### src/rtl/pbi_pkg.sv
`timescale 1ns / 1ps
// ----------------------------------------------------------------------------
// Palette builder and indexer package
// Beat types, queue entry type and shared helpers for the palette indexer.
// ----------------------------------------------------------------------------
package pbi_pkg;

   localparam int QUEUE_DEPTH = 2;
   localparam int QPTR_W      = 1;

   localparam logic [31:0] GRAY_MASK = 32'h0000_ffff;
   localparam logic [31:0] FULL_MASK = 32'hffff_ffff;
   localparam logic [7:0]  ALPHA_OPAQUE = 8'hff;

   typedef struct packed {
      logic        start_of_image;
      logic [31:0] pixel_value;
   } pbi_req_type;

   typedef struct packed {
      logic [3:0]  palette_index;
      logic        is_new_color;
      logic [31:0] palette_word;
      logic [4:0]  color_count;
      logic [1:0]  depth_code;
      logic        overflow;
   } pbi_rsp_type;

   typedef struct packed {
      logic        start_of_image;
      logic        gray;
      logic [31:0] pix;
   } pbi_item_type;

   typedef struct packed {
      logic         valid;
      pbi_item_type item;
   } pbi_queue_type;

   function automatic logic [31:0] render_word(input logic [31:0] entry, input logic gray);
      logic [7:0] g;
      g = entry[7:0];
      render_word = gray ? {g, g, g, ALPHA_OPAQUE} : entry;
   endfunction

endpackage

### src/rtl/pbi_ram.sv
`timescale 1ns / 1ps
// ----------------------------------------------------------------------------
// Generic RAM
// One write port and one read port with registered read data.
// ----------------------------------------------------------------------------
module pbi_ram #(
   parameter int WIDTH = 32,
   parameter int DEPTH = 16
) (
   input  logic                     clock,
   input  logic                     we,
   input  logic [$clog2(DEPTH)-1:0] waddr,
   input  logic [WIDTH-1:0]         wdata,
   input  logic [$clog2(DEPTH)-1:0] raddr,
   output logic [WIDTH-1:0]         rdata
);

   logic [WIDTH-1:0] mem_ff [DEPTH];
   logic [WIDTH-1:0] rdata_ff;

   always_ff @(posedge clock) begin
      if (we) begin
         mem_ff[waddr] <= wdata;
      end
      rdata_ff <= mem_ff[raddr];
   end

   assign rdata = rdata_ff;

endmodule

### src/rtl/pbi_front.sv
`timescale 1ns / 1ps
// ----------------------------------------------------------------------------
// Palette indexer front end
// Accepts pixel beats, applies the pixel format mask and queues them.
// ----------------------------------------------------------------------------
module pbi_front (
   input  logic                 clock,
   input  logic                 reset,
   input  logic                 start,
   output logic                 busy,
   input  pbi_pkg::pbi_req_type req_payload,
   input  logic                 gray_mode,
   output pbi_pkg::pbi_queue_type q,
   input  logic                 q_pop
);

   import pbi_pkg::*;

   pbi_item_type      slot_ff [QUEUE_DEPTH];
   logic [QPTR_W-1:0] wr_ptr_ff, wr_ptr_in;
   logic [QPTR_W-1:0] rd_ptr_ff, rd_ptr_in;
   logic [QPTR_W:0]   fill_ff, fill_in;
   logic              push;
   logic              pop;
   pbi_item_type      item;

   assign busy = (fill_ff == (QPTR_W + 1)'(QUEUE_DEPTH));
   assign push = start && !busy;
   assign pop  = q_pop && (fill_ff != '0);

   always_comb begin
      item.start_of_image = req_payload.start_of_image;
      item.gray           = gray_mode;
      item.pix            = req_payload.pixel_value & (gray_mode ? GRAY_MASK : FULL_MASK);
   end

   always_comb begin
      wr_ptr_in = push ? wr_ptr_ff + 1'b1 : wr_ptr_ff;
      rd_ptr_in = pop ? rd_ptr_ff + 1'b1 : rd_ptr_ff;
      fill_in   = fill_ff + (QPTR_W + 1)'(push) - (QPTR_W + 1)'(pop);
   end

   always_ff @(posedge clock) begin
      if (reset) begin
         wr_ptr_ff <= '0;
         rd_ptr_ff <= '0;
         fill_ff   <= '0;
      end else begin
         wr_ptr_ff <= wr_ptr_in;
         rd_ptr_ff <= rd_ptr_in;
         fill_ff   <= fill_in;
      end
   end

   always_ff @(posedge clock) begin
      if (push) begin
         slot_ff[wr_ptr_ff] <= item;
      end
   end

   assign q.valid = (fill_ff != '0);
   assign q.item  = slot_ff[rd_ptr_ff];

endmodule

### src/rtl/pbi_back.sv
`timescale 1ns / 1ps
// ----------------------------------------------------------------------------
// Palette indexer back end
// Scans the palette RAM for a queued pixel, appends new colors, forms results.
// ----------------------------------------------------------------------------
module pbi_back #(
   parameter int PALETTE_DEPTH = 16
) (
   input  logic                  clock,
   input  logic                  reset,
   input  pbi_pkg::pbi_queue_type q,
   output logic                  q_pop,
   output logic                  rsp_valid,
   output pbi_pkg::pbi_rsp_type  rsp_payload
);

   import pbi_pkg::*;

   localparam int IW = $clog2(PALETTE_DEPTH);
   localparam int CW = $clog2(PALETTE_DEPTH + 1);
   localparam int IX = (IW > 4) ? IW : 4;
   localparam int CX = (CW > 5) ? CW : 5;

   typedef enum logic [1:0] {
      S_IDLE = 2'b01,
      S_SCAN = 2'b10
   } state_type;

   state_type    state_ff, state_in;
   pbi_item_type cur_ff, cur_in;
   logic [CW-1:0] count_ff, count_in;
   logic [CW-1:0] scan_ff, scan_in;
   logic [IW-1:0] cmp_idx_ff, cmp_idx_in;
   logic          cmp_valid_ff, cmp_valid_in;
   logic          rsp_valid_ff, rsp_valid_in;
   pbi_rsp_type   rsp_ff, rsp_in;

   logic [31:0]   rdata;
   logic [31:0]   mask;
   logic          issue;
   logic          hit;
   logic          last;
   logic          finish;
   logic          full;
   logic          ram_we;
   logic [IW-1:0] idx;
   logic [IX-1:0] idx_x;
   logic [CX-1:0] cnt_x;

   pbi_ram #(
      .WIDTH (32),
      .DEPTH (PALETTE_DEPTH)
   ) u_ram (
      .clock (clock),
      .we    (ram_we),
      .waddr (count_ff[IW-1:0]),
      .wdata (cur_ff.pix),
      .raddr (scan_ff[IW-1:0]),
      .rdata (rdata)
   );

   assign mask   = cur_ff.gray ? GRAY_MASK : FULL_MASK;
   assign issue  = (scan_ff < count_ff);
   assign hit    = cmp_valid_ff && ((rdata & mask) == cur_ff.pix);
   assign last   = (CW'(cmp_idx_ff) + 1'b1 == count_ff);
   assign finish = hit || (cmp_valid_ff && last) || (count_ff == '0);
   assign full   = (count_ff == CW'(PALETTE_DEPTH));

   always_comb begin
      state_in     = state_ff;
      cur_in       = cur_ff;
      count_in     = count_ff;
      scan_in      = scan_ff;
      cmp_idx_in   = cmp_idx_ff;
      cmp_valid_in = 1'b0;
      rsp_valid_in = 1'b0;
      rsp_in       = rsp_ff;
      q_pop        = 1'b0;
      ram_we       = 1'b0;
      idx          = '0;
      unique case (state_ff)
         S_IDLE: begin
            if (q.valid) begin
               q_pop    = 1'b1;
               cur_in   = q.item;
               count_in = q.item.start_of_image ? '0 : count_ff;
               scan_in  = '0;
               state_in = S_SCAN;
            end
         end
         S_SCAN: begin
            if (issue) begin
               cmp_valid_in = 1'b1;
               cmp_idx_in   = scan_ff[IW-1:0];
               scan_in      = scan_ff + 1'b1;
            end
            if (finish) begin
               state_in            = S_IDLE;
               cmp_valid_in        = 1'b0;
               rsp_valid_in        = 1'b1;
               rsp_in.is_new_color = 1'b0;
               rsp_in.overflow     = 1'b0;
               rsp_in.palette_word = '0;
               if (hit) begin
                  idx                 = cmp_idx_ff;
                  rsp_in.palette_word = render_word(rdata, cur_ff.gray);
               end else if (!full) begin
                  ram_we              = 1'b1;
                  idx                 = count_ff[IW-1:0];
                  count_in            = count_ff + 1'b1;
                  rsp_in.is_new_color = 1'b1;
                  rsp_in.palette_word = render_word(cur_ff.pix, cur_ff.gray);
               end else begin
                  rsp_in.overflow = 1'b1;
               end
               idx_x                = IX'(idx);
               cnt_x                = CX'(count_in);
               rsp_in.palette_index = idx_x[3:0];
               rsp_in.color_count   = cnt_x[4:0];
               if (cnt_x <= CX'(2)) begin
                  rsp_in.depth_code = 2'd0;
               end else if (cnt_x <= CX'(4)) begin
                  rsp_in.depth_code = 2'd1;
               end else if (cnt_x < CX'(16)) begin
                  rsp_in.depth_code = 2'd2;
               end else begin
                  rsp_in.depth_code = 2'd3;
               end
            end
         end
         default: begin
            state_in = S_IDLE;
         end
      endcase
      idx_x = IX'(idx);
      cnt_x = CX'(count_in);
   end

   always_ff @(posedge clock) begin
      if (reset) begin
         state_ff     <= S_IDLE;
         count_ff     <= '0;
         cmp_valid_ff <= 1'b0;
         rsp_valid_ff <= 1'b0;
      end else begin
         state_ff     <= state_in;
         count_ff     <= count_in;
         cmp_valid_ff <= cmp_valid_in;
         rsp_valid_ff <= rsp_valid_in;
      end
   end

   always_ff @(posedge clock) begin
      cur_ff     <= cur_in;
      scan_ff    <= scan_in;
      cmp_idx_ff <= cmp_idx_in;
      rsp_ff     <= rsp_in;
   end

   assign rsp_valid   = rsp_valid_ff;
   assign rsp_payload = rsp_ff;

   a_count_bound: assert property (@(posedge clock) disable iff (reset)
      count_ff <= CW'(PALETTE_DEPTH))
      else $error("palette entry count above depth");

   a_write_when_room: assert property (@(posedge clock) disable iff (reset)
      ram_we |-> (state_ff == S_SCAN) && !full && !hit)
      else $error("palette write without room or on a hit");

   a_new_grows: assert property (@(posedge clock) disable iff (reset)
      (rsp_valid_in && rsp_in.is_new_color) |=> (count_ff == $past(count_ff) + 1'b1))
      else $error("new color did not grow the palette");

   a_overflow_clean: assert property (@(posedge clock) disable iff (reset)
      (rsp_valid_ff && rsp_ff.overflow) |->
         !rsp_ff.is_new_color && (rsp_ff.palette_index == '0) && (rsp_ff.palette_word == '0))
      else $error("overflow result carries an entry");

endmodule

### src/rtl/palette_builder_indexer.sv
`timescale 1ns / 1ps
// ----------------------------------------------------------------------------
// Palette builder and indexer
// Maps pixels to palette indices while building a palette of distinct colors.
// ----------------------------------------------------------------------------
//  Channel   Handshake          Payload
//  request   start / busy       req_payload (start_of_image, pixel_value)
//  response  rsp_valid strobe   rsp_payload (index, new, word, count, depth, overflow)
//  control   csr_we             csr_wdata (gray_alpha_mode)
//
//  A beat taken from the queue yields its result once it matches entry k,
//  or once all n entries have been scanned when it is new or overflows;
//  the scan reads one palette RAM entry per cycle through its single read
//  port. Two beats can wait in the queue.
//  Reset empties the palette count and the mode register. Results are
//  strobed for one cycle and cannot be stalled.
// ----------------------------------------------------------------------------
module palette_builder_indexer #(
   parameter int PALETTE_DEPTH = 16
) (
   input  logic                 clock,
   input  logic                 reset,
   input  logic                 start,
   output logic                 busy,
   input  pbi_pkg::pbi_req_type req_payload,
   output logic                 rsp_valid,
   output pbi_pkg::pbi_rsp_type rsp_payload,
   input  logic                 csr_we,
   input  logic                 csr_wdata
);

   import pbi_pkg::*;

   logic          gray_mode_ff, gray_mode_in;
   pbi_queue_type q;
   logic          q_pop;

   assign gray_mode_in = csr_we ? csr_wdata : gray_mode_ff;

   always_ff @(posedge clock) begin
      if (reset) begin
         gray_mode_ff <= 1'b0;
      end else begin
         gray_mode_ff <= gray_mode_in;
      end
   end

   pbi_front u_front (
      .clock       (clock),
      .reset       (reset),
      .start       (start),
      .busy        (busy),
      .req_payload (req_payload),
      .gray_mode   (gray_mode_ff),
      .q           (q),
      .q_pop       (q_pop)
   );

   pbi_back #(
      .PALETTE_DEPTH (PALETTE_DEPTH)
   ) u_back (
      .clock       (clock),
      .reset       (reset),
      .q           (q),
      .q_pop       (q_pop),
      .rsp_valid   (rsp_valid),
      .rsp_payload (rsp_payload)
   );

endmodule

### config.mk
export PLATFORM = sky130hd
export DESIGN_NAME = palette_builder_indexer
export DESIGN_NICKNAME = d
export VERILOG_FILES = /design/src/rtl/pbi_pkg.sv /design/src/rtl/pbi_ram.sv /design/src/rtl/pbi_front.sv /design/src/rtl/pbi_back.sv /design/src/rtl/palette_builder_indexer.sv
export SDC_FILE = /design/constraint.sdc
export NUM_CORES = 1
export LEC_CHECK = 0
export BUFFER_PORTS_ARGS = -buffer_cell sky130_fd_sc_hd__buf_2
export CAP_MARGIN = 20
export CORE_MARGIN = 3
export CORE_UTILIZATION = 25
export CTS_BUF_LIST = sky130_fd_sc_hd__clkbuf_16
export CTS_CLUSTER_DIAMETER = 30
export DETAILED_ROUTE_END_ITERATION = 8
export PLACE_DENSITY = 0.48
export SLEW_MARGIN = 20
export SYNTH_ARGS = -nofsm -noshare
export SYNTH_HDL_FRONTEND = slang
export SYNTH_SLANG_ARGS = --single-unit
### constraint.sdc
create_clock -name clock -period 5.1 [get_ports clock]
set_input_delay 0.51 -clock clock [delete_from_list [all_inputs] [get_ports clock]]
set_output_delay 0.51 -clock clock [all_outputs]
set_load 0.01 [all_outputs]
Yosys cells after proc, flatten, opt, wreduce, memory -nomap -nowiden
Memory sizes are Yosys's and may differ from the RTL's. A register that Yosys moved wholly into a read port is not among the register bits.
Index checks and enable logic that the tools add are counted.
{"block": "totals", "register_bits": 101, "latchBits": 0, "mem_bits_rw": 580, "mem_bits_ro": 0, "input_bits": 38, "out_inout_bits": 47, "n_memories": 2}
{"memory": "u_back.u_ram.mem_ff", "depth": 16, "word_bits": 32, "rd": 1, "rd_ports_with_merged_regs": 1, "wr": 1, "line_no": "pbi_ram.sv:18", "text": "logic [WIDTH-1:0] mem_ff [DEPTH];"}
{"memory": "u_front.slot_ff", "depth": 2, "word_bits": 34, "rd": 1, "rd_ports_with_merged_regs": 1, "wr": 1, "line_no": "pbi_front.sv:19", "text": "pbi_item_type slot_ff [QUEUE_DEPTH];"}
{"block": "classes", "add_sub_neg": 7, "n_mul": 0, "n_div": 0, "magnitude_cmp": 4, "eq_ne": 10, "shift": 0, "muxes": 39, "bitwise": 3, "reduce_logical": 19}
{"op": "two-way mux 32 bit", "count": 5}
{"op": "bitwise AND 32 bit", "count": 2}
{"op": "two-way mux 5 bit", "count": 9}
{"op": "two-way mux 33 bit", "count": 1}
{"op": "equality test 32 bit", "count": 1}
{"op": "one-hot mux 5 bit (2 select lines)", "count": 2}
{"op": "two-way mux 1 bit", "count": 17}
{"op": "adder 5 x 1 -> 5 bit, second input constant", "count": 2}
{"op": "two-way mux 4 bit", "count": 2}
{"op": "AND reduction 2 bit", "count": 4}
{"op": "inequality test 2 x 1 -> 1 bit, second input constant", "count": 3}
{"op": "adder 4 x 1 -> 5 bit, second input constant", "count": 1}
{"op": "equality test 5 bit", "count": 1}
{"op": "equality test 5 bit, second input constant", "count": 1}
{"op": "less-or-equal comparator 5 x 2 -> 1 bit, second input constant", "count": 1}
{"op": "less-or-equal comparator 5 x 3 -> 1 bit, second input constant", "count": 1}
{"op": "zero test 5 bit", "count": 1}
{"op": "less-than comparator 5 bit", "count": 1}
{"op": "less-than comparator 5 bit, second input constant", "count": 1}
{"op": "equality test 2 bit, second input constant", "count": 2}
{"op": "logical AND 1 bit", "count": 4}
{"op": "two-way mux 2 bit", "count": 2}
{"op": "one-hot mux 2 bit (2 select lines)", "count": 1}
{"op": "AND reduction 4 bit", "count": 1}
{"op": "other kinds (12)", "count": 16}

Logic depth before layout (Yosys ltp)
Gate-level depths: netlist of the first run.
{"block": "depth", "ltp_word": 11, "ltp_mapped": 11, "depth_no_buf": 10}

Hierarchy
Synthesis of the first run repeated with hierarchy kept, for this count alone.
{"block": "unflattened", "cells_unflattened": 1443, "area_unflattened_um2": 27704.1}
{"module": "pbi_ram", "instances": 1, "cells_per_inst": 838, "area_each_um2": 19835.3, "seq_area_each_um2": 16015.4}
{"module": "pbi_back", "instances": 1, "cells_per_inst": 452, "area_each_um2": 5041.1, "seq_area_each_um2": 2792.7}
{"module": "pbi_front", "instances": 1, "cells_per_inst": 150, "area_each_um2": 2793.9, "seq_area_each_um2": 2142.1}
{"module": "palette_builder_indexer", "instances": 1, "cells_per_inst": 3, "area_each_um2": 33.8, "seq_area_each_um2": 20.0}

Least setup slack after synthesis of the first run
Ideal clock, no wire load.
{"block": "synth_timing", "path_type": "reg-to-reg", "from": "register u_back.cur_ff[24] in the netlist's numbering", "to": "memory u_back.u_ram.mem_ff[0][0] (enable)", "setup_ps": 461, "t_arrival_ps": 4268, "required_time_ps": 4639, "path_slack_ps": 371, "stages_incl_launch_ff": 11, "path_buffers": 2, "period_less_slack_ps": 4729, "cell_sequence": "edfxtp_1 -> and4bb_1 -> a31oi_1 -> o32ai_1 -> nand3_1 -> and4b_1 -> buf_2 -> buf_2 -> nor4_4 -> nand2_1 -> nor3_1"}
{"block": "synth_between", "elab_chain_cells": 8, "word_cells_on_any_way": 9, "cone_classes": "1 x eq/ne; 5 x mux; 3 x reduce/logical"}
{"element": "start, declared", "line_no": "pbi_back.sv:30", "text": "pbi_item_type cur_ff, cur_in;"}
{"element": "start signal, assigned", "line_no": "pbi_back.sv:154", "text": "cur_ff <= cur_in;"}
{"element": "equality test 32 bit (*)", "line_no": "pbi_back.sv:64", "text": "assign hit = cmp_valid_ff && ((rdata & mask) == cur_ff.pix);"}
{"element": "logical AND 1 bit (*)", "line_no": "pbi_back.sv:64"}
{"element": "logical OR 1 bit (2 in series)", "line_no": "pbi_back.sv:66", "text": "assign finish = hit || (cmp_valid_ff && last) || (count_ff == '0);"}
{"element": "two-way mux 1 bit (*)", "line_no": "pbi_back.sv:97", "text": "if (finish) begin"}
{"element": "two-way mux 1 bit (*)", "line_no": "pbi_back.sv:81", "text": "unique case (state_ff)"}
{"element": "two-way mux 1 bit (*)", "line_no": "pbi_ram.sv:22", "text": "if (we) begin"}
{"element": "two-way mux 1 bit (implied by the code) (*)", "line_no": "pbi_ram.sv:23", "text": "mem_ff[waddr] <= wdata;"}
{"element": "end, declared", "line_no": "pbi_ram.sv:18"}
Every way passes the cells marked *; elsewhere a longest branch is shown, timed or not.

Worst setup path in the final report of the first run
{"block": "layout_timing", "from": "register u_back.cur_ff[32] in the netlist's numbering", "to": "register u_back.rsp_ff (netlist bit u_back.rsp_payload[15]) (enable)"}
{"block": "layout_between", "elab_chain_cells": 7}
{"element": "two-way mux 32 bit", "line_no": "pbi_back.sv:62", "text": "assign mask = cur_ff.gray ? GRAY_MASK : FULL_MASK;"}
{"element": "bitwise AND 32 bit", "line_no": "pbi_back.sv:64"}
{"element": "equality test 32 bit", "line_no": "pbi_back.sv:64"}
{"element": "logical AND 1 bit", "line_no": "pbi_back.sv:64"}
{"element": "logical OR 1 bit (2 in series)", "line_no": "pbi_back.sv:66"}
{"element": "AND reduction 2 bit (no source line)"}
{"element": "end signal, assigned", "line_no": "pbi_back.sv:157", "text": "rsp_ff <= rsp_in;"}
{"element": "end, declared", "line_no": "pbi_back.sv:36", "text": "pbi_rsp_type rsp_ff, rsp_in;"}
Every way passes these cells.
A chain may end at the register's enable or synchronous reset.

==> results of run 1 <==
-- kinds of logic after synthesis --
logic type / after synthesis / share of synthesized area
DFF: 714 / 0.753
buffers and inverters: 88 / 0.0124
xor gates and xnor gates: 34 / 0.0107
muxes: 216 / 0.152
and+or+nand+nor: 219 / 0.0415
adders and majority gates: 15 / 0.00674
AOI/OAI and AO/OA: 107 / 0.0235
-- registers in the layout, indices dropped and copies added, names as in the netlist, 2 cells and up, named ones only --
name                 count
u_back.cmp_idx_ff        4
u_back.count_ff          5
u_back.cur_ff           33
u_back.rsp_payload      45
u_back.scan_ff           5
u_back.state_ff          2
u_back.u_ram.mem_ff    512
u_back.u_ram.rdata      32
u_front.fill_ff          2
u_front.slot_ff         68
-- final cells by class --
class                      count  area [um^2]  area share
tap                         1476         1850      0.0514
clock buffer                 156         3900       0.109
multi-input combinational    591         6640       0.185
clock inverter               132         1440      0.0402
timing repair buffer         155         1020      0.0285
inverter                      23         86.3     0.00240
sequential                   714        21000       0.584
-- stage by stage --
stage	setup WS, ns	utilization	instances	total power (W)	hold slack (ns)
6_report	1.19	0.328	3247	0.0226	0.0584
5_1_grt	0.983	0.328	3247	0.0235	0.0371
4_1_cts	1.23	0.328	3247	0.0229	0.00201
3_5_place_dp	1.24	0.277	2941	0.0128	0.505
3_3_place_gp	1.38	0.277	2941	0.0127	0.489
2_1_floorplan	0.371	-	1393	0.0111	0.455
-- worst max-delay path by stage --
| stage | slack (ns) | to |
|---|---|---|
| after global routing | 0.98 | u_back.rsp_payload[12]$_DFFE_PP_ |
| final | 1.19 | u_back.rsp_payload[15]$_DFFE_PP_ |
| after floorplan | 0.37 | u_back.u_ram.mem_ff[0][0]$_DFFE_PP_ |
| after CTS | 1.23 | u_back.rsp_payload[15]$_DFFE_PP_ |
| after global placement | 1.38 | u_back.u_ram.mem_ff[15][13]$_DFFE_PP_ |
| after detailed placement | 1.24 | u_back.rsp_payload[33]$_DFFE_PP_ |
-- metal layers --
layer / share of wire / vias up / track usage
met3: 0.048 / 109 / 0.0245
met2: 0.48 / 437 / 0.195
met4: 0.022 / 0 / 0.0444
met1: 0.45 / 7527 / 0.167
li1: - / 6222 / -
met5: 0 / - / 0
-- layout by cell type, fill, tap and decap left out, drive strengths merged, types with 15 or more instances in the layout --
master,synthesis,routed
clkbuf,43,156
mux2,54,54
ha,15,15
clkinv,3,71
o21ai,65,65
dfxtp,47,47
xnor2,25,25
nor3,17,17
edfxtp,667,667
mux4,160,160
nand2,46,46
nor2,57,57
dlygate4sd3,0,18
nor2b,41,41
buf,22,137
inv,20,52
bufinv,0,21
-- report_power, final --
group,total [W],internal (W),switching (W)
Clock,0.00995,0.00668,0.00328
Sequential,0.00842,0.00757,0.000855
Combinational,0.00419,0.00195,0.00224
-- worst max-delay path, cell delays in order, from the launching register on --
cell and delay [ns]:
edfxtp_1 0.86, buf_4 0.29, buf_4 0.27, nor2_1 0.08, o32ai_1 0.41, nand4b_1 0.28, and2_1 0.28, nor2_4 0.67
buf_4 0.42
-- what timing repair did --
action,4_1_cts,5_1_grt
hold buffers,18,0
buffers inserted,0,0
endpoints found under the hold margin,35,0
resized for setup,0,0
==> flow_summary.yaml, run 1 <==
route:
  routed_wl_um: 70400
  ant_nets: 0
  avgViaCountPerCell: 4.40
  drt-initial-drc-count: 1247
  vias: 14300
  routedWlPerCell_um: 21.7
  drc: 0
  first_pass_iters: 5
min_path:
  worstHoldEndpoint: "gray_mode_ff$_SDFFE_PP0P_"
  holdCritPathClass: "in -> reg"
  holdCritStartpoint: "csr_we"
  worstHoldPathCells: 3
placement:
  port_buffers: 84
  place.gp.congestion: 0.806
  postPlaceCellArea_um2: 30400
  hpwlAfterDp_um: 42500
synth:
  postSynthCellCount: 1393
  synth-main-ff-cell: "edfxtp_1"
  yosysWarningCount: 0
  synth.area.top_cells: "edfxtp_1 72%, mux4_2 13%, dfxtp_1 3.4%"
  seq_area_frac_synth: 0.753
  synth_commonest_cells: "667 x edfxtp_1, 160 x mux4_2, 62 x o21ai_0"
  syn-mean-instance-area_um2: 20.0
  yosys.area.top_type_share: 0.719
  yosysTopAreaCell: "edfxtp_1"
  synth-edff-count: 667
  ys_types: 56
  synth_nets: 1446
  async_reset_ff_frac: 0
  synth_seq_cells: 714
  yosys.cell_count.top_type: "edfxtp_1"
  syn_area_um2: 27800
timing:
  fin_tns_setup_ns: 0
  relSlewSlack: 0.344
  max_slew.worst_pin.slew_ns: 0.985
  fmax_mhz: 256
  rsz0062_at_grt: "no"
  fin_crit_sh: 0.767
  period_needed_ns: 3.91
  maxSlewViolCount: 0
  finalClockSkew_ns: 0.0353
  hold_violations: 0
  setup-violations-final: 0
clock_network:
  cts-buffers-inserted: 154
  clk_path_buf_depth: 3
  cts_tree: "done"
  cts_sinks: 714
  cts_root_buf: "clkbuf_16"
  htreeDepth: 4
  clk_pin_slew_ns: 0.05
  insertion_delay_ns: 0.73
die:
  ios: 85
  rows: 121
  die_area_um2: 115000
  start_util: 0.254
  die_w_um: 340
  coreArea_um2: 110000
  die_h_um: 340
setup_path:
  worstSetupPathType: "reg -> reg"
  cp.arrival_ns: 4.30
  r2r_start: "u_back.cur_ff[32]$_DFFE_PP_"
  r2r_cells: 8
  start_kind: "flop"
  crit_fanout: 25
  end_kind: "flop"
  required_ns: 5.49
  startpoint: "u_back.cur_ff[32]$_DFFE_PP_"
  r2r_slack_ns: 1.19
  worst_r2r_endpoint: "u_back.rsp_payload[15]$_DFFE_PP_"
power_and_ir_drop:
  worst_ir_drop_vdd_mv: 0.358
  power_density_nw_per_um2: 628
  power.leakage_nw: 11.8
status:
  status: "finished, final reports clean"
layout:
  nets: 1692
  nFillCells: 10500
  drive_gt1_frac: 0.353
  finish.instance_area_um2: 35900
  area_growth_pct: 29.0
  diodes: 0
grt:
  grt_pass1_wl_um: 104000
  antenna_found_initial: 2
  grt_pass1_vias: 15400
  gr-total-overflow: 0
  grt_max_degree: 132
  track_usage: 0.123
run:
  drv_cap: 0
Power figures use the tool's default switching activity.
==> run 2: changes to the inputs <==
--- a/config.mk
+++ b/config.mk
@@ -12,7 +12,7 @@
 export CTS_BUF_LIST = sky130_fd_sc_hd__clkbuf_16
 export CTS_CLUSTER_DIAMETER = 30
 export DETAILED_ROUTE_END_ITERATION = 8
-export PLACE_DENSITY = 0.48
+export PLACE_DENSITY = 0.47
 export SLEW_MARGIN = 20
 export SYNTH_ARGS = -nofsm -noshare
 export SYNTH_HDL_FRONTEND = slang
==> constraint.sdc (replaced) <==
create_clock -name clock -period 4.1 [get_ports clock]
set_input_delay 0.41 -clock clock [delete_from_list [all_inputs] [get_ports clock]]
set_output_delay 0.41 -clock clock [all_outputs]
set_load 0.01 [all_outputs]
==> run 2 against run 1 <==
Compared with the run above:
- final cell count is 0.95% higher
- fmax is 12% higher
- utilization rose by 0.60 points
- count of clock-buffer cells in the layout up 7
- total power is 30% higher
- hold slack worse by 0.013 ns
- clock power grew 36%
- critical path type unchanged
- critical path depth is 1 lower
- register-to-register slack worse by 0.58 ns
- design area increased by 1.8%
- die area is the same
- first-iteration DRC count down 0.80%
==> flow_summary.yaml, run 2 (same netlist as run 1, synthesis figures left out) <==
clock_network:
  cts_root_buf: "clkbuf_16"
  cts_resized: 0
  cts_tree: "done"
  clk_pin_slew_ns: 0.04
  insertion_delay_ns: 0.73
  htreeDepth: 4
  cts-buffers-inserted: 160
  clk_path_buf_depth: 3
  cts_sinks: 714
route:
  routed_wl_um: 73700
  vias: 14400
  first_pass_iters: 5
  routedWlPerCell_um: 22.5
  avgViaCountPerCell: 4.41
  drc: 0
  drt-initial-drc-count: 1237
  ant_nets: 0
grt:
  antenna_found_initial: 8
  gr-total-overflow: 0
  track_usage: 0.128
  grt_pass1_vias: 15200
  grt_pass1_wl_um: 107000
  grt_max_degree: 132
layout:
  fin_util: 0.334
  drive_gt1_frac: 0.368
  largest_reg_flops: 512
  area_growth_pct: 31.4
  finish.instance_area_um2: 36600
  final_cells: 3278
  layout_commonest_cell: "edfxtp_1"
  nets: 1717
  final_cell_mix: "667 x edfxtp_1, 163 x clkbuf_16, 160 x mux4_2"
  nFillCells: 10400
  top_register: "u_back.u_ram.mem_ff"
placement:
  place.gp.congestion: 0.815
  dp.cells: 2956
  postPlaceCellArea_um2: 30500
  post-place-ws_ns: 0.590
  port_buffers: 84
  hpwlAfterDp_um: 45300
setup_path:
  crit_fanout: 47
  end_kind: "flop"
  required_ns: 4.46
  start_kind: "flop"
  worstSetupPathType: "reg -> reg"
  cp.arrival_ns: 3.85
die:
  start_util: 0.254
  die_area_um2: 115000
  ios: 85
  die_w_um: 340
  rows: 121
  coreArea_um2: 110000
  die_h_um: 340
run:
  drv_cap: 0
timing:
  maxSlewViolCount: 0
  fin_crit_sh: 0.851
  fmax_mhz: 286
  fin_ws_ns: 0.609
  hold_violations: 0
  rsz0062_at_grt: "no"
  setup-violations-final: 0
  finalClockSkew_ns: 0.0278
  fin_hold_ws_ns: 0.0456
  period_needed_ns: 3.49
  max_slew.worst_pin.slew_ns: 0.975
  relSlewSlack: 0.350
power_and_ir_drop:
  p_clk_frac: 0.459
  power_density_nw_per_um2: 803
  sw_frac_of_total: 0.278
  pwr-share-seq: 0.354
  internal_power_w: 0.0212
  worst_ir_drop_vdd_mv: 0.432
  power.leakage_nw: 12.1
  pwr-share-comb: 0.187
  switching_power_w: 0.00816
min_path:
  holdCritPathClass: "in -> reg"
status:
  status: "finished, final reports clean"
## run 2: cell count changes in the layout (fill, tap and decap cells not counted), sizes merged, moves of 4 or more
cell	delta
inv	-4
clkinv	-9
dlygate4sd3	+4
clkinvlp	+6
buf	+15
clkbuf	+7
bufinv	+11
## run 2: what timing repair did
item,CTS,global route
setup buffers,0,0
hold buffers,22,0
hold endpoints to repair,40,0
## run 2: per-stage QoR
stage | power (W) | TNS [ns]
3_3_place_gp | 0.0160 | 0
3_5_place_dp | 0.0161 | 0
6_report | 0.0294 | 0
5_1_grt | 0.0306 | 0
2_1_floorplan | 0.0137 | -241.43
4_1_cts | 0.0297 | 0
## run 2: final timing paths
kind              slack (ns)  depth (start not counted)                      startpoint                               end
hold / removal          0.05                          2                 req_payload[18]  u_front.slot_ff[1][18]$_DFFE_PP_
hold reg to reg         0.53                          2  u_front.rd_ptr_ff$_SDFFE_PP0P_                              flop
setup reg to reg        0.61                          7     u_back.cur_ff[25]$_DFFE_PP_  u_back.rsp_payload[36]$_DFFE_PP_
setup / recovery        0.61                          7     u_back.cur_ff[25]$_DFFE_PP_  u_back.rsp_payload[36]$_DFFE_PP_
## run 2: final cells by class
class,count,area (um^2),area share
sequential,714,21000,0.573
multi-input combinational,591,6640,0.182
clock buffer,163,4080,0.112
tap,1476,1850,0.0505
clock inverter,136,1730,0.0474
timing repair buffer,174,1210,0.0332
inverter,23,86.3,0.00236
antenna,1,2.50,0.0000684
## run 2: critical path, cell delays in order (launching register included)
cell and delay, ns:
edfxtp_1 0.78, inv_1 0.14, a222oi_1 0.36, a21oi_1 0.16, nor4_2 0.34, and4b_2 0.50, buf_4 0.45, o21ai_0 0.40
## run 2: power groups by stage
stage | combinational, W | clock [W] | sequential [W]
after detailed placement | 0.00558 | 0 | 0.0105
after CTS | 0.00563 | 0.0137 | 0.0104
final | 0.00550 | 0.0135 | 0.0104
after floorplan | 0.00361 | 0 | 0.0101
after global placement | 0.00557 | 0 | 0.0105
after global routing | 0.00597 | 0.0141 | 0.0105
## run 2: per-layer routing
| layer | wire length (um) | track usage | share of wire |
|---|---|---|---|
| met5 | 7 | 0 | 0.000095 |
| met4 | 2220 | 0.0538 | 0.030 |
| met3 | 4440 | 0.0329 | 0.060 |
| met2 | 34900 | 0.202 | 0.47 |
| met1 | 32200 | 0.168 | 0.44 |
==> run 3: changes to the inputs <==
--- a/config.mk
+++ b/config.mk
@@ -7,12 +7,12 @@
 export LEC_CHECK = 0
 export BUFFER_PORTS_ARGS = -buffer_cell sky130_fd_sc_hd__buf_2
 export CAP_MARGIN = 20
-export CORE_MARGIN = 3
+export CORE_MARGIN = 10
 export CORE_UTILIZATION = 25
 export CTS_BUF_LIST = sky130_fd_sc_hd__clkbuf_16
 export CTS_CLUSTER_DIAMETER = 30
 export DETAILED_ROUTE_END_ITERATION = 8
-export PLACE_DENSITY = 0.47
+export PLACE_DENSITY = 0.39
 export SLEW_MARGIN = 20
 export SYNTH_ARGS = -nofsm -noshare
 export SYNTH_HDL_FRONTEND = slang
==> run 3 against run 2 <==
Compared with the run above:
- count of clock-buffer cells in the layout rose by 19
- non-clock buffer count is 11 higher
- routed wire length up 8.3%
- first-iteration DRC count decreased by 19%
- final cell count up 2.0%
- global-route usage shrank 0.19 points
- sequential share of layout area decreased by 1.1 points
- largest power group unchanged
- utilization up 0.35 points
- fmax up 2.3%
- via count increased by 1.7%
==> flow_summary.yaml, run 3 (same netlist as run 1, synthesis figures left out) <==
grt:
  antenna_found_initial: 7
  grt_pass1_wl_um: 114000
  grt_pass1_vias: 15600
  gr-total-overflow: 0
  grt_max_degree: 73
  track_usage: 0.126
route:
  routedWlPerCell_um: 23.9
  ant_nets: 0
  routed_wl_um: 79800
  vias: 14700
  first_pass_iters: 5
  drc: 0
  avgViaCountPerCell: 4.39
  drt-initial-drc-count: 997
setup_path:
  worstSetupPathType: "reg -> reg"
  cp_num_buf_inv: 2
  max_stage_delay_ns: 0.55
  start_kind: "flop"
  cp_cell_sequence: "buf_12, nor3b_1, nor2_1, nand4_1, nor4_2, and4b_2, nor4_4, nand2_1, nor3_2, buf_4"
  crit_family: "simple AND/OR/NAND/NOR gates"
  end_kind: "flop"
  cp.arrival_ns: 3.76
  crit_fanout: 54
  crit_slowest_cell: "nor3b_1"
  required_ns: 4.45
clock_network:
  insertion_delay_ns: 0.75
  cts_root_buf: "clkbuf_16"
  clk_path_buf_depth: 3
  cts_setup_buffers: 0
  clk_pin_slew_ns: 0.04
  cts_tree: "done"
  cts_resized: 0
  htreeDepth: 4
  cts-buffers-inserted: 182
  cts_sinks: 714
  hold_buffers: 29
layout:
  fin_util: 0.337
  final_cell_mix: "667 x edfxtp_1, 182 x clkbuf_16, 160 x mux4_2"
  area_growth_pct: 34.0
  top_register: "u_back.u_ram.mem_ff"
  largest_reg_flops: 512
  layout_commonest_cell: "edfxtp_1"
  drive_gt1_frac: 0.371
  nets: 1750
timing:
  relSlewSlack: 0.375
  finalClockSkew_ns: 0.0611
  fin_hold_ws_ns: 0.0576
  fmax_mhz: 293
  hold_violations: 0
  rsz0062_at_grt: "no"
  period_needed_ns: 3.41
  max_slew.worst_pin.slew_ns: 0.938
  maxSlewViolCount: 0
  fin_crit_sh: 0.832
  setup-violations-final: 0
power_and_ir_drop:
  power_density_nw_per_um2: 811
  pwr-share-seq: 0.339
  switching_power_w: 0.00844
  worst_ir_drop_vdd_mv: 0.449
  internal_power_w: 0.0218
  sw_frac_of_total: 0.279
  p_clk_frac: 0.473
  power.leakage_nw: 12.6
  pwr-share-comb: 0.188
placement:
  port_buffers: 84
  hpwlAfterDp_um: 48400
  place.gp.congestion: 0.770
run:
  drv_cap: 0
min_path:
  holdCritPathClass: "in -> reg"
die:
  die_h_um: 354
  rows: 122
  die_w_um: 354
  coreArea_um2: 111000
  ios: 85
  start_util: 0.252
  die_area_um2: 125000
status:
  status: "finished, final reports clean"
-- run 3: worst register-to-register path, stage by stage, from the launching register on --
cell and delay (ns):
edfxtp_1 0.41, buf_12 0.20, nor3b_1 0.59, nor2_1 0.09, nand4_1 0.13, nor4_2 0.06
and4b_2 0.25, nor4_4 0.35, nand2_1 0.25, nor3_2 0.20, buf_4 0.46
-- run 3: area by class of cell --
type	instances	area, um^2
repair buffers	185	1430
well taps	1488	1860
fillers	10500	73300
multi-input cells	591	6640
clock inverters	157	1770
diodes	2	5.00
clock buffers	182	4550
flip-flops and latches	714	21000
inverters	23	86.3
-- run 3: worst paths after layout --
kind	end	from	cells after the start	slack [ns]
min	u_front.slot_ff[1][20]$_DFFE_PP_	req_payload[20]	2	0.06
min reg2reg	u_back.state_ff[1]$_SDFFE_PP0P_	u_back.state_ff[1]$_SDFFE_PP0P_	2	0.52
max reg2reg	u_back.u_ram.mem_ff[3][14]$_DFFE_PP_	u_back.cur_ff[32]$_DFFE_PP_	10	0.69
max	u_back.u_ram.mem_ff[3][14]$_DFFE_PP_	u_back.cur_ff[32]$_DFFE_PP_	10	0.69
-- run 3: power by group through the flow --
stage | logic (W) | registers, W | clock network (W)
after floorplan | 0.00361 | 0.0101 | 0
after global placement | 0.00580 | 0.0104 | 0
after detailed placement | 0.00583 | 0.0104 | 0
after CTS | 0.00587 | 0.0103 | 0.0146
after global routing | 0.00621 | 0.0104 | 0.0150
final | 0.00568 | 0.0103 | 0.0143
-- run 3: routing by layer --
metal / global-route usage / routed length, um / vias to the layer above
met5: 0 / 13 / -
met3: 0.0290 / 4030 / 126
met2: 0.191 / 36400 / 468
met4: 0.0448 / 1730 / 2
met1: 0.177 / 37700 / 7744
li1: - / - / 6347
-- run 3: metrics by stage --
step	cell area, um^2	TNS (ns)	power [W]	worst slack [ns]	std cells
after global placement	30700	0	0.0162	0.799	2972
after detailed placement	30700	0	0.0162	0.743	2972
after floorplan	27800	-241.43	0.0137	-0.629	1393
final	37300	0	0.0303	0.689	3342
after global routing	37300	0	0.0316	0.522	3340
after CTS	37300	0	0.0308	0.720	3340
